File: config.mk
export PLATFORM = sky130hd
export DESIGN_NAME = timap_ctrl
export DESIGN_NICKNAME = d
export VERILOG_FILES = /design/src/hw/rtl/timap_pkg.sv /design/src/hw/rtl/timap_ctrl.sv
export SDC_FILE = /design/constraint.sdc
export NUM_CORES = 1
export LEC_CHECK = 0
export BUFFER_PORTS_ARGS = -buffer_cell sky130_fd_sc_hd__buf_4
export CAP_MARGIN = 0
export CORE_MARGIN = 2
export CORE_UTILIZATION = 29
export DETAILED_ROUTE_END_ITERATION = 10
export PLACE_DENSITY = 0.62
export SYNTH_ARGS = -nofsm -noshare
export SYNTH_HDL_FRONTEND = slang
export SYNTH_SLANG_ARGS = --single-unit
File: constraint.sdc
create_clock -name clk -period 1.9 [get_ports clk]
set_input_delay 0.38 -clock clk [delete_from_list [all_inputs] [get_ports clk]]
set_output_delay 0.38 -clock clk [all_outputs]
set_load 0.02 [all_outputs]
File: src/hw/rtl/timap_pkg.sv
`timescale 1ns / 1ps
`default_nettype none
package timap_pkg;

	localparam logic [1:0] KIND_ADD     = 2'd0;
	localparam logic [1:0] KIND_LOOKUP  = 2'd1;
	localparam logic [1:0] KIND_REPLACE = 2'd2;

	localparam logic [1:0] ST_OK        = 2'd0;
	localparam logic [1:0] ST_ORDER     = 2'd1;
	localparam logic [1:0] ST_OVERFLOW  = 2'd2;

	localparam logic signed [10:0] TGT_IGNORE = -11'sd1;

	// controller to datapath
	typedef struct packed {
		logic       start;
		logic       skip_all;
		logic       step;
		logic       track;
		logic       emit_entry;
		logic       emit_s;
		logic       emit_e;
		logic       finish_paint;
		logic       finish_empty;
		logic       set_st;
		logic [1:0] st;
		logic       out_load;
		logic       lookup;
	} cmd_t;

	// datapath to controller
	typedef struct packed {
		logic [1:0] kind;
		logic       bad_order;
		logic       empty_span;
		logic       v_neg;
		logic       at_end;
		logic       lt_s;
		logic       le_e;
		logic       gt_q;
		logic       s_done;
		logic       e_done;
		logic       out_busy;
	} stat_t;

endpackage
`default_nettype wire

File: src/hw/rtl/timap_ctrl.sv
`timescale 1ns / 1ps
`default_nettype none
module timap_ctrl (
	input  wire logic           clk,
	input  wire logic           arst_n,
	input  wire logic           in_valid,
	output logic                in_stall,
	input  wire timap_pkg::stat_t st,
	output timap_pkg::cmd_t     cmd
);
	import timap_pkg::*;

	typedef enum logic [6:0] {
		S_IDLE   = 7'b0000001,
		S_DECODE = 7'b0000010,
		S_RD_L   = 7'b0000100,
		S_CHK_L  = 7'b0001000,
		S_RD_P   = 7'b0010000,
		S_CHK_P  = 7'b0100000,
		S_DONE   = 7'b1000000
	} state_t;

	state_t state_q, state_d;
	logic   lookup_q, lookup_d;

	assign in_stall = (state_q != S_IDLE);

	// state register
	always_ff @(posedge clk or negedge arst_n) begin
		if (!arst_n) begin
			state_q  <= S_IDLE;
			lookup_q <= 1'b0;
		end else begin
			state_q  <= state_d;
			lookup_q <= lookup_d;
		end
	end

	// next state and commands
	always_comb begin
		state_d  = state_q;
		lookup_d = lookup_q;
		cmd      = '0;
		cmd.lookup = lookup_q;
		unique case (state_q)
			S_IDLE: begin
				if (in_valid) begin
					cmd.start = 1'b1;
					state_d   = S_DECODE;
				end
			end
			S_DECODE: begin
				lookup_d = 1'b0;
				cmd.set_st = 1'b1;
				cmd.st     = ST_OK;
				state_d    = S_DONE;
				if (st.kind == KIND_LOOKUP) begin
					lookup_d = 1'b1;
					state_d  = S_RD_L;
				end else if (st.kind == KIND_ADD || st.kind == KIND_REPLACE) begin
					if (st.bad_order) begin
						cmd.st = ST_ORDER;
					end else if (st.kind == KIND_REPLACE) begin
						if (st.empty_span || st.v_neg) begin
							cmd.finish_empty = 1'b1;
						end else begin
							cmd.skip_all = 1'b1;
							state_d      = S_RD_P;
						end
					end else if (!st.empty_span) begin
						state_d = S_RD_P;
					end
				end
			end
			S_RD_L: state_d = S_CHK_L;
			S_CHK_L: begin
				if (st.at_end || st.gt_q) begin
					state_d = S_DONE;
				end else begin
					cmd.track = 1'b1;
					cmd.step  = 1'b1;
					state_d   = S_RD_L;
				end
			end
			S_RD_P: state_d = S_CHK_P;
			S_CHK_P: begin
				priority if (!st.at_end && st.lt_s) begin
					cmd.emit_entry = 1'b1;
					cmd.track      = 1'b1;
					cmd.step       = 1'b1;
					state_d        = S_RD_P;
				end else if (!st.at_end && st.le_e) begin
					cmd.track = 1'b1;
					cmd.step  = 1'b1;
					state_d   = S_RD_P;
				end else if (!st.s_done) begin
					cmd.emit_s = 1'b1;
				end else if (!st.e_done) begin
					cmd.emit_e = 1'b1;
				end else if (!st.at_end) begin
					cmd.emit_entry = 1'b1;
					cmd.step       = 1'b1;
					state_d        = S_RD_P;
				end else begin
					cmd.finish_paint = 1'b1;
					state_d          = S_DONE;
				end
			end
			S_DONE: begin
				if (!st.out_busy) begin
					cmd.out_load = 1'b1;
					state_d      = S_IDLE;
				end
			end
			default: state_d = S_IDLE;
		endcase
	end

endmodule
`default_nettype wire

==> results.toml <==
[outcome]
status = "finished with violations"
violations = "negative setup slack"

[sta]
tightest_slew_ns = 0.5122
clock_skew_ns = 0.01380
slew_viol_final = 0
rsz0062_at_grt = "yes"
relSlewSlack_pct = 64.97
setup_slack_ns = -0.1586
min_period_ns = 2.059
period_share_pct = 108.3
setup_tns_ns = -0.8453
max_freq_mhz = 485.8
finalSetupViolations = 10
hold_violations = 0

[synthesis]
yosysWarnings = 0
ys_top_cells_by_area = "dfrtp_1 (27%), nor2_1 (11%), dfstp_2 (4.0%)"
synth_area_um2 = 660.6
ys_async_sr_fraction_pct = 100.0
netlist.area_leader.share_pct = 26.52
syn_avg_cell_area_um2 = 7.865
post_synth_num_cell_types = 36
synth_edf_count = 0
ys_seq_elements = 8
synth_common_cells = "nor2_1 (19), dfrtp_1 (7), nand2_1 (7), nand3_1 (5), nor3_1 (5)"
synth-main-ff-cell = "dfrtp_1"
synth_fp_nets = 99
synth_most_common_cell = "nor2_1"
syn_inst = 84
synth_area_leader_cell = "dfrtp_1"
ys_seq_area_share_pct = 30.49

[worst_setup_path]
worstSetupStartpointType = "flop"
path_max_fanout = 6
ff2ff_path_depth = 6
cp-end-kind = "primary output"
crit_type = "reg2out"
cp_data_required_time_ns = 1.52
rrSetupSlack_ns = 0.28
critPathArrivalTime_ns = 1.68

[global_routing]
grt_pass1_vias = 774
antenna_found_initial = 0
overflow = 0
grt_max_degree = 9
grt_use_total_pct = 17.88
grt_pass1_wl_mm = 3.477

[route]
ant_nets = 0
drt_iter0_markers = 31
routed_via_density = 5.228
wirelength_mm = 2.227
drt-wirelength-per-cell_um = 13.75
first_pass_iters = 4
vias = 847
drc = 0

[cells_and_area]
final_util_pct = 54.60
nets = 150
drive_above_1_share_pct = 56.72
num_antenna_cells = 0
areaGrowthSynthToFinish_pct = 81.06
layout.cells.non_filler = 162
design_area_mm2 = 0.001196

[job]
drv_cap = 0

[cts]
clk_pin_slew_ns = 0.06
worstSkewPairLatency_ns = 0.28
cts_tree = "done"
cts_num_sinks = 8
cts_root_buf = "clkbuf_4"
cts_buffer_depth = 2
cts_buffers = 3
htreeDepth = 1

[floorplan]
die_x_um = 51.73
start_util_pct = 30.15
boundaryPins = 30
core_mm2 = 0.002191
die_h_um = 51.73
die_area_mm2 = 0.002676
rows = 17

[hold_path]
holdPathStages = 2
hold_path_class = "in2reg"

[placement]
portBuffers = 28
gp_congestion = 0.8852
post-dp-hpwl_mm = 1.480
placedCellCount = 141
dpl-instance-area_um2 = 918.4

[power]
power_density_mw_per_mm2 = 870.8
power_leakage_nw = 0.5575
vdd_drop_max_v = 0.0004764
-- routing by layer --
layer	vias up	wire (µm)	global-route usage, %
li1	406	-	-
met1	394	944	22.16
met2	40	1090	29.06
met3	7	134	2.586
met4	0	58	10.96
met5	-	0	0
-- worst max-delay path: stages (launching register included) --
cell     delay [ns]
dfrtp_2        0.45
nor4_4         0.36
nand3_4        0.16
nor4b_4        0.27
buf_4          0.18
-- metrics by stage --
stage               hold WS (ns)  total power [mW]  setup slack, ns
floorplan                0.08441            0.5534          0.01484
global placement          0.2084            0.7264           0.1904
detailed placement        0.2104            0.7324           0.1435
CTS                       0.2774            0.9600          -0.1277
global route              0.2789             1.110          -0.2369
finish                    0.2728             1.042          -0.1586
-- cells by family after synthesis --
family	share of synthesized area, %
AOI/OAI and AO/OA	16.48
xor gates and xnor gates	3.978
buffers and inverters	4.923
DFF	30.49
muxes	1.704
other	0.5676
and+or+nand+nor	41.86
-- placed cells by master (no fill, tap or decap), types with 2 or more instances in the layout --
master / count
nand4_1: 4
nor3_1: 3
buf_4: 44
buf_6: 5
nand3_1: 4
nor2_2: 2
nor4_4: 2
nor2_1: 16
clkbuf_4: 3
o21ai_2: 2
dfrtp_2: 4
nor2_4: 3
o21ai_0: 2
dfrtp_1: 3
xor2_1: 2
nand2_1: 7
-- path summary, 6_finish.rpt --
check	end	startpoint
setup / recovery	cmd[7]	state_q[2]
max in group asynchronous	state_q[0]	arst_n
hold reg to reg	lookup_q	lookup_q
setup reg to reg	state_q[6]	state_q[2]
min in group asynchronous	state_q[5]	arst_n
hold / removal	state_q[0]	in_valid
-- cell type report --
class | count | area [µm²]
Fill cell | 203 | 994.7
Multi-Input combinational cell | 70 | 521.8
Timing Repair Buffer | 50 | 396.6
Sequential cell | 8 | 206.4
Tap cell | 28 | 35.03
Clock buffer | 4 | 26.28
Inverter | 2 | 10.01
-- state kept, by name (all words and copies together) (netlist names) --
| signal | flops |
|---|---|
| state_q | 7 |
| lookup_q | 1 |
-- repair_timing --
action | 4_1_cts | 5_1_grt
setup buffers | 11 | 5
hold buffers | 1 | 0
resized for setup | 7 | 22
endpoints found under the setup margin | 10 | 12
endpoints found under the hold margin | 7 | 0
pin swaps | 7 | 11
-- power breakdown --
part | internal [mW] | switching [mW] | leakage [nW]
Clock | 0.0814 | 0.0806 | 0.0150
Combinational | 0.307 | 0.306 | 0.443
Sequential | 0.214 | 0.0521 | 0.0996
Total | 0.602 | 0.439 | 0.558
(Power assumes the default switching activity.)
